### src/phc_pkg.sv
package phc_pkg;

  localparam int unsigned HdrWords = 20;
  localparam logic [31:0] MantMask = 32'h007fffff;

  typedef logic [31:0] word_t;

  typedef enum logic [2:0] {
    SEL_STORED  = 3'b001,
    SEL_BLOCK2  = 3'b010,
    SEL_BLOCK3  = 3'b100
  } msg_sel_t;

  typedef struct packed {
    logic     load_iv;
    logic     init_state;
    logic     init_iv;
    logic     round_en;
    logic     finish;
    msg_sel_t msel;
    logic     save_first;
    logic     compare;
  } dp_cmd_t;

  typedef struct packed {
    logic last_round;
    logic pow_ok;
  } dp_sts_t;

  function automatic word_t k256(input logic [5:0] i);
    word_t k [64] = '{
      32'h428a2f98,32'h71374491,32'hb5c0fbcf,32'he9b5dba5,32'h3956c25b,32'h59f111f1,
      32'h923f82a4,32'hab1c5ed5,32'hd807aa98,32'h12835b01,32'h243185be,32'h550c7dc3,
      32'h72be5d74,32'h80deb1fe,32'h9bdc06a7,32'hc19bf174,32'he49b69c1,32'hefbe4786,
      32'h0fc19dc6,32'h240ca1cc,32'h2de92c6f,32'h4a7484aa,32'h5cb0a9dc,32'h76f988da,
      32'h983e5152,32'ha831c66d,32'hb00327c8,32'hbf597fc7,32'hc6e00bf3,32'hd5a79147,
      32'h06ca6351,32'h14292967,32'h27b70a85,32'h2e1b2138,32'h4d2c6dfc,32'h53380d13,
      32'h650a7354,32'h766a0abb,32'h81c2c92e,32'h92722c85,32'ha2bfe8a1,32'ha81a664b,
      32'hc24b8b70,32'hc76c51a3,32'hd192e819,32'hd6990624,32'hf40e3585,32'h106aa070,
      32'h19a4c116,32'h1e376c08,32'h2748774c,32'h34b0bcb5,32'h391c0cb3,32'h4ed8aa4a,
      32'h5b9cca4f,32'h682e6ff3,32'h748f82ee,32'h78a5636f,32'h84c87814,32'h8cc70208,
      32'h90befffa,32'ha4506ceb,32'hbef9a3f7,32'hc67178f2};
    return k[i];
  endfunction

  function automatic word_t iv256(input logic [2:0] i);
    word_t v [8] = '{32'h6a09e667,32'hbb67ae85,32'h3c6ef372,32'ha54ff53a,
                     32'h510e527f,32'h9b05688c,32'h1f83d9ab,32'h5be0cd19};
    return v[i];
  endfunction

endpackage

### src/phc_ctrl.sv
module phc_ctrl
  import phc_pkg::*;
(
  input  logic       clk,
  input  logic       rst,
  input  logic       in_valid,
  output logic       in_ready,
  input  logic       last_word,
  output logic       out_valid,
  input  logic       out_ready,
  output logic       length_error,
  output logic       pow_ok,
  output logic       wr_en,
  output logic       tgt_en,
  output logic [4:0] wr_idx,
  output dp_cmd_t    cmd,
  input  dp_sts_t    sts
);

  typedef enum logic [6:0] {
    S_IDLE   = 7'b0000001,
    S_C1     = 7'b0000010,
    S_C2     = 7'b0000100,
    S_C2SAVE = 7'b0001000,
    S_C3     = 7'b0010000,
    S_C3FIN  = 7'b0100000,
    S_OUT    = 7'b1000000
  } state_t;

  state_t      state, state_next;
  logic [4:0]  word_count;
  logic        in_fire;
  logic        ok_r, lerr_r;

  assign in_ready  = (state == S_IDLE);
  assign in_fire   = in_valid && in_ready;
  assign out_valid = (state == S_OUT);
  assign pow_ok    = ok_r;
  assign length_error = lerr_r;
  assign wr_en  = in_fire && (word_count < 5'(HdrWords));
  assign tgt_en = in_fire && (word_count == 5'd18);
  assign wr_idx = word_count;

  always_comb begin
    state_next = state;
    cmd = '0;
    cmd.msel = SEL_STORED;
    case (state)
      S_IDLE: begin
        if (in_fire) begin
          if (last_word) begin
            if (word_count == 5'd19) begin
              state_next = S_C2;
              cmd.init_state = 1'b1;
            end else begin
              // A header of the wrong length still clears the chaining state.
              cmd.load_iv = 1'b1;
              state_next = S_OUT;
            end
          end else if (word_count == 5'd15) begin
            state_next = S_C1;
            cmd.init_state = 1'b1;
          end
        end
      end
      S_C1: begin
        cmd.round_en = 1'b1;
        if (sts.last_round) begin
          cmd.finish = 1'b1;
          state_next = S_IDLE;
        end
      end
      S_C2: begin
        cmd.round_en = 1'b1;
        cmd.msel = SEL_BLOCK2;
        if (sts.last_round) begin
          cmd.finish = 1'b1;
          state_next = S_C2SAVE;
        end
      end
      S_C2SAVE: begin
        cmd.save_first = 1'b1;
        cmd.init_iv = 1'b1;
        state_next = S_C3;
      end
      S_C3: begin
        cmd.round_en = 1'b1;
        cmd.msel = SEL_BLOCK3;
        if (sts.last_round) begin
          cmd.finish = 1'b1;
          state_next = S_C3FIN;
        end
      end
      S_C3FIN: begin
        cmd.compare = 1'b1;
        cmd.load_iv = 1'b1;
        state_next = S_OUT;
      end
      S_OUT: begin
        if (out_ready) state_next = S_IDLE;
      end
      default: state_next = S_IDLE;
    endcase
  end

  always_ff @(posedge clk) begin
    if (rst) begin
      state      <= S_IDLE;
      word_count <= '0;
      ok_r       <= 1'b0;
      lerr_r     <= 1'b0;
    end else begin
      state <= state_next;
      if (in_fire) begin
        if (last_word) begin
          word_count <= '0;
          ok_r   <= 1'b0;
          lerr_r <= (word_count != 5'd19);
        end else if (word_count < 5'(HdrWords)) begin
          word_count <= word_count + 5'd1;
        end
      end
      if (cmd.compare) ok_r <= sts.pow_ok;
    end
  end

endmodule

### src/phc_datapath.sv
module phc_datapath
  import phc_pkg::*;
(
  input  logic       clk,
  input  logic       rst,
  input  logic       wr_en,
  input  logic       tgt_en,
  input  logic [4:0] wr_idx,
  input  word_t      header_word,
  input  dp_cmd_t    cmd,
  output dp_sts_t    sts
);

  word_t      msg [16];
  word_t      w [16];
  word_t      h [8];
  word_t      v [8];
  word_t      dig [8];
  word_t      tgt;
  logic [5:0] rnd;
  word_t      blk_w;
  word_t      wt;
  word_t      s0, s1, big1, big0, chv, mjv, t1, t2;
  logic       in_prefix;
  logic [255:0] hash_le, tgt_le;
  logic [7:0] ex;
  logic [22:0] mant;

  // Message word for rounds 0..15, by block kind.
  always_comb begin
    blk_w = '0;
    case (cmd.msel)
      SEL_STORED: blk_w = msg[rnd[3:0]];
      SEL_BLOCK2: begin
        if (rnd[3:0] < 4'd4) blk_w = msg[rnd[3:0]];
        else if (rnd[3:0] == 4'd4) blk_w = 32'h80000000;
        else if (rnd[3:0] == 4'd15) blk_w = 32'd640;
      end
      SEL_BLOCK3: begin
        if (rnd[3:0] < 4'd8) blk_w = dig[rnd[2:0]];
        else if (rnd[3:0] == 4'd8) blk_w = 32'h80000000;
        else if (rnd[3:0] == 4'd15) blk_w = 32'd256;
      end
      default: blk_w = '0;
    endcase
  end

  assign in_prefix = (rnd < 6'd16);
  assign s0 = {w[1][6:0], w[1][31:7]} ^ {w[1][17:0], w[1][31:18]} ^ (w[1] >> 3);
  assign s1 = {w[14][16:0], w[14][31:17]} ^ {w[14][18:0], w[14][31:19]} ^ (w[14] >> 10);
  assign wt = in_prefix ? blk_w : (w[0] + s0 + w[9] + s1);

  assign big1 = {v[4][5:0], v[4][31:6]} ^ {v[4][10:0], v[4][31:11]}
              ^ {v[4][24:0], v[4][31:25]};
  assign big0 = {v[0][1:0], v[0][31:2]} ^ {v[0][12:0], v[0][31:13]}
              ^ {v[0][21:0], v[0][31:22]};
  assign chv  = (v[4] & v[5]) ^ (~v[4] & v[6]);
  assign mjv  = (v[0] & v[1]) ^ (v[0] & v[2]) ^ (v[1] & v[2]);
  assign t1   = v[7] + big1 + chv + k256(rnd) + wt;
  assign t2   = big0 + mjv;

  assign sts.last_round = (rnd == 6'd63);

  // Byte k of the digest is byte (3 - k%4) of state word k/4.
  always_comb begin
    for (int i = 0; i < 8; i++) begin
      for (int b = 0; b < 4; b++) begin
        hash_le[(4*i+b)*8 +: 8] = h[i][(3-b)*8 +: 8];
      end
    end
  end

  assign ex   = tgt[31:24];
  assign mant = tgt[22:0];
  always_comb begin
    tgt_le = '0;
    if (ex <= 8'd3) begin
      tgt_le[22:0] = mant >> (5'(3 - ex) * 5'd8);
    end else begin
      for (int i = 0; i < 3; i++) begin
        if (32'(ex) - 32'd3 + 32'(i) < 32'd32)
          tgt_le[(32'(ex) - 32'd3 + 32'(i))*8 +: 8] = 8'({1'b0, mant} >> (8*i));
      end
    end
  end
  assign sts.pow_ok = (hash_le <= tgt_le);

  always_ff @(posedge clk) begin
    if (wr_en) msg[wr_idx[3:0]] <= {header_word[7:0], header_word[15:8],
                                   header_word[23:16], header_word[31:24]};
    if (cmd.save_first) dig <= h;
    if (cmd.init_state) begin
      v   <= h;
      rnd <= '0;
    end else if (cmd.init_iv) begin
      for (int i = 0; i < 8; i++) v[i] <= iv256(3'(i));
      rnd <= '0;
    end else if (cmd.round_en) begin
      v[7] <= v[6]; v[6] <= v[5]; v[5] <= v[4]; v[4] <= v[3] + t1;
      v[3] <= v[2]; v[2] <= v[1]; v[1] <= v[0]; v[0] <= t1 + t2;
      for (int i = 0; i < 15; i++) w[i] <= w[i+1];
      w[15] <= wt;
      rnd <= rnd + 6'd1;
    end
    if (rst) begin
      tgt <= '0;
      for (int i = 0; i < 8; i++) h[i] <= iv256(3'(i));
    end else begin
      if (cmd.load_iv) tgt <= '0;
      else if (tgt_en) tgt <= header_word;
      if (cmd.load_iv || cmd.init_iv) begin
        for (int i = 0; i < 8; i++) h[i] <= iv256(3'(i));
      end else if (cmd.finish) begin
        // The last round lands in the same cycle, so add its outputs directly.
        h[0] <= h[0] + t1 + t2;
        h[1] <= h[1] + v[0];
        h[2] <= h[2] + v[1];
        h[3] <= h[3] + v[2];
        h[4] <= h[4] + v[3] + t1;
        h[5] <= h[5] + v[4];
        h[6] <= h[6] + v[5];
        h[7] <= h[7] + v[6];
      end
    end
  end

endmodule

### src/pow_header_check.sv
// Channel | Signals                               | Direction
// in      | in_valid, in_ready, header_word, last_word | into block
// out     | out_valid, out_ready, pow_ok, length_error | out of block
//
// Word 15 starts a 64-round compression that holds in_ready low until
// it ends. The final word starts two more, the first followed by a
// save step and the second by a compare step, all set by the single
// shared round unit. A wrong-length final word reports in the next
// cycle. The result holds until its transfer. Reset is synchronous.
module pow_header_check
  import phc_pkg::*;
(
  input  logic        clk,
  input  logic        rst,
  input  logic        in_valid,
  output logic        in_ready,
  input  logic [31:0] header_word,
  input  logic        last_word,
  output logic        out_valid,
  input  logic        out_ready,
  output logic        pow_ok,
  output logic        length_error
);

  dp_cmd_t    cmd;
  dp_sts_t    sts;
  logic       wr_en, tgt_en;
  logic [4:0] wr_idx;

  phc_ctrl u_ctrl (
    .clk, .rst, .in_valid, .in_ready, .last_word, .out_valid, .out_ready,
    .length_error, .pow_ok, .wr_en, .tgt_en, .wr_idx, .cmd, .sts
  );

  phc_datapath u_dp (
    .clk, .rst, .wr_en, .tgt_en, .wr_idx, .header_word, .cmd, .sts
  );

endmodule
### config.mk
export PLATFORM = sky130hd
export DESIGN_NAME = pow_header_check
export DESIGN_NICKNAME = d
export VERILOG_FILES = /design/src/phc_pkg.sv /design/src/phc_ctrl.sv /design/src/phc_datapath.sv /design/src/pow_header_check.sv
export SDC_FILE = /design/constraint.sdc
export NUM_CORES = 2
export LEC_CHECK = 0
export BUFFER_PORTS_ARGS = -buffer_cell sky130_fd_sc_hd__buf_2
export CAP_MARGIN = 15
export CORE_ASPECT_RATIO = 0.5
export CORE_MARGIN = 8
export CORE_UTILIZATION = 56
export CTS_CLUSTER_SIZE = 24
export DETAILED_ROUTE_END_ITERATION = 6
export MAX_ROUTING_LAYER = met4
export PLACE_DENSITY = 0.73
export SETUP_SLACK_MARGIN = 0.2
export SLEW_MARGIN = 20
export SYNTH_ARGS = -nofsm -noshare
export SYNTH_HDL_FRONTEND = slang
export SYNTH_SLANG_ARGS = --single-unit
### constraint.sdc
create_clock -name clk -period 17.8 [get_ports clk]
set_clock_uncertainty 0.05 [all_clocks]
set_input_delay 5.34 -clock clk [delete_from_list [all_inputs] [get_ports clk]]
set_output_delay 5.34 -clock clk [all_outputs]
set_load 0.05 [all_outputs]
==> impl_metrics.tcl <==
set metrics [dict create \
    status "finished, violations left" \
    synth.distinct_cells 108 \
    final_cell_mix "edfxtp_1 (1536), nand2_1 (964), nor2_1 (755), ha_1 (722), a21oi_1 (701)" \
    post-route-min-period_ps 12540 \
    yosys_warnings 0 \
    core_area_mm2 0.196 \
    report.final.setup_viol 0 \
    dp_hpwl_um 325000 \
    die_w_um 642 \
    track_usage 0.430 \
    dpl_worst_slack_ps 6000 \
    required_ps 18450 \
    synth-edff-count 1536 \
    antenna_found_initial 42 \
    hold_viol_final 0 \
    fin_cells 12700 \
    rsz0062_at_grt "false" \
    clock_path_buffers 4 \
    setup_ws_ps 5260 \
    period_share 0.705 \
    critPathSlowestCell "a2111oi_0" \
    wl_per_cell_um 35.8 \
    cts_tree "yes" \
    via_count 87800 \
    clk_latency_ps 900 \
    startpoint_type "flop" \
    die-area_mm2 0.211 \
    postCtsResizedCells 0 \
    cts-root-buf "clkbuf_16" \
    drv_cap 0 \
    drt_iter0_markers 15000 \
    critPathCaptureType "flop" \
    syn_area_per_cell_um2 11.1 \
    placedCellCount 12300 \
    cts_hold_buf 0 \
    worstMarginPinSlew_ps 1360 \
    final_antenna_net_count 0 \
    syn-cell-area_mm2 0.110 \
    mappedNetlistNets 10900 \
    io_buffers 40 \
    dr.pass1.iters 7 \
    grt_pass1_vias 82400 \
    grt_pass1_wl_um 628000 \
    num_rows 115 \
    synth_seq_area_share 0.476 \
    relSlewSlack 0.0898 \
    cts-htree-levels 4 \
    gp_congestion 1.07 \
    synth-seq-cells 1847 \
    area_growth_pct 8.28 \
    cts.sinks 1847 \
    nets 10900 \
    drc 89 \
    worstPathMaxFanout 29 \
    grt_max_degree 174 \
    async_flop_share 0 \
    layout_commonest_cell "edfxtp_1" \
    routed_wirelength_um 454000 \
    synthCells 9932 \
    timing.fmax_mhz 79.7 \
    vias_per_cell 6.93 \
    path_clk_slew_ps 90 \
    final_core_util 0.607 \
    arrival_ps 13190 \
    worstHoldPathType "flop to flop" \
    drive_above_1_share 0.0936 \
    violations "DRC" \
    timing_worst_setup_path_type "flop to flop" \
    critical_path.max_stage_delay_ps 760 \
    ioPinCount 41 \
    fin_setup_tns_ps 0 \
    final_max_slew_viol_count 0 \
    crit_top_cell "o21ai_0" \
    synth_ff_type "edfxtp_1" \
    die_y_um 329 \
    cts_setup_buffers 0 \
    fillCellCount 15300 \
    cts_buffers 167 \
    grt-ovfl-total 0 \
    floorplan.initialDensity 0.561 \
]
logic make-up after synthesis:
family,share of synthesized area
mux,0.0599
compound gates,0.134
buf+inv,0.0327
xor+xnor,0.0514
flops,0.476
fa+ha+maj,0.126
simple gates,0.119
path summary, 6_finish.rpt:
path,slack [ps],end,startpoint,cells past startpoint
setup / recovery,5260,u_dp.h[126]$_SDFFE_PP1P_,u_dp.rnd[1]$_SDFFE_PP0N_,42
hold / removal,290,u_dp.w[1][99]$_DFFE_PP_,u_dp.w[1][131]$_DFFE_PP_,0
setup reg to reg,5260,u_dp.h[126]$_SDFFE_PP1P_,u_dp.rnd[1]$_SDFFE_PP0N_,42
hold reg to reg,290,u_dp.w[1][99]$_DFFE_PP_,u_dp.w[1][131]$_DFFE_PP_,0
layout make-up:
type                    count  area, um2  area share
diodes                     30       75.1    0.000631
clock buffers             200       4420      0.0371
clock inverters            94        986     0.00829
inverters                 453       1720      0.0144
multi-input cells        7144      54200       0.456
flip-flops and latches   1847      52400       0.440
well taps                2632       3290      0.0277
repair buffers            261       1890      0.0159
state kept, by name, summed over array words and instances (netlist names), named ones only:
name,count
u_dp.w,512
u_dp.h,256
u_ctrl.pow_ok,1
u_dp.msg,512
u_dp.v,256
u_dp.rnd,6
u_ctrl.wr_idx,5
u_dp.tgt,31
u_ctrl.length_error,1
u_dp.dig,256
u_ctrl.state,7
worst max-delay path: cells and delay by family (launching register included):
kind / cells / cell delay [ps]
AO/OA/AOI/OAI: 20 / 5420
adder cells (fa/ha/maj): 7 / 3040
flip-flops: 1 / 710
XOR/XNOR: 2 / 590
AND/OR/NAND/NOR: 6 / 1410
buffers and inverters: 7 / 1130
per-stage QoR:
stage / hold slack, ps / area (um2)
floorplan: 350 / 110000
global placement: 350 / 113000
detailed placement: 355 / 113000
CTS: 300 / 119000
global route: 298 / 119000
finish: 290 / 119000
synth_stat cells, types with 90 or more instances:
library cell / n / area share
o21ai_0: 349 / 0.016
fa_1: 227 / 0.041
nand2_1: 966 / 0.033
edfxtp_1: 1536 / 0.42
a21oi_1: 703 / 0.032
a21o_1: 239 / 0.016
nand2b_1: 101 / 0.0058
mux4_2: 198 / 0.041
nor2b_1: 104 / 0.0059
mux2i_1: 139 / 0.013
nand4_1: 90 / 0.0051
o22ai_1: 182 / 0.010
nand3_1: 233 / 0.011
ha_1: 722 / 0.082
nor3_1: 251 / 0.011
clkbuf_1: 388 / 0.013
xor2_1: 193 / 0.015
nor2_1: 761 / 0.026
o211ai_1: 129 / 0.0088
inv_1: 444 / 0.015
xnor2_1: 443 / 0.035
dfxtp_1: 311 / 0.057
metal layers:
| layer | share of wire | global-route usage |
|---|---|---|
| met5 | 0 | - |
| met4 | 0.058 | 0.200 |
| met3 | 0.14 | 0.132 |
| met2 | 0.41 | 0.603 |
| met1 | 0.39 | 0.571 |
Power is not shown: default switching activity piles up to over one toggle a cycle in this logic, so the estimate is an artifact.
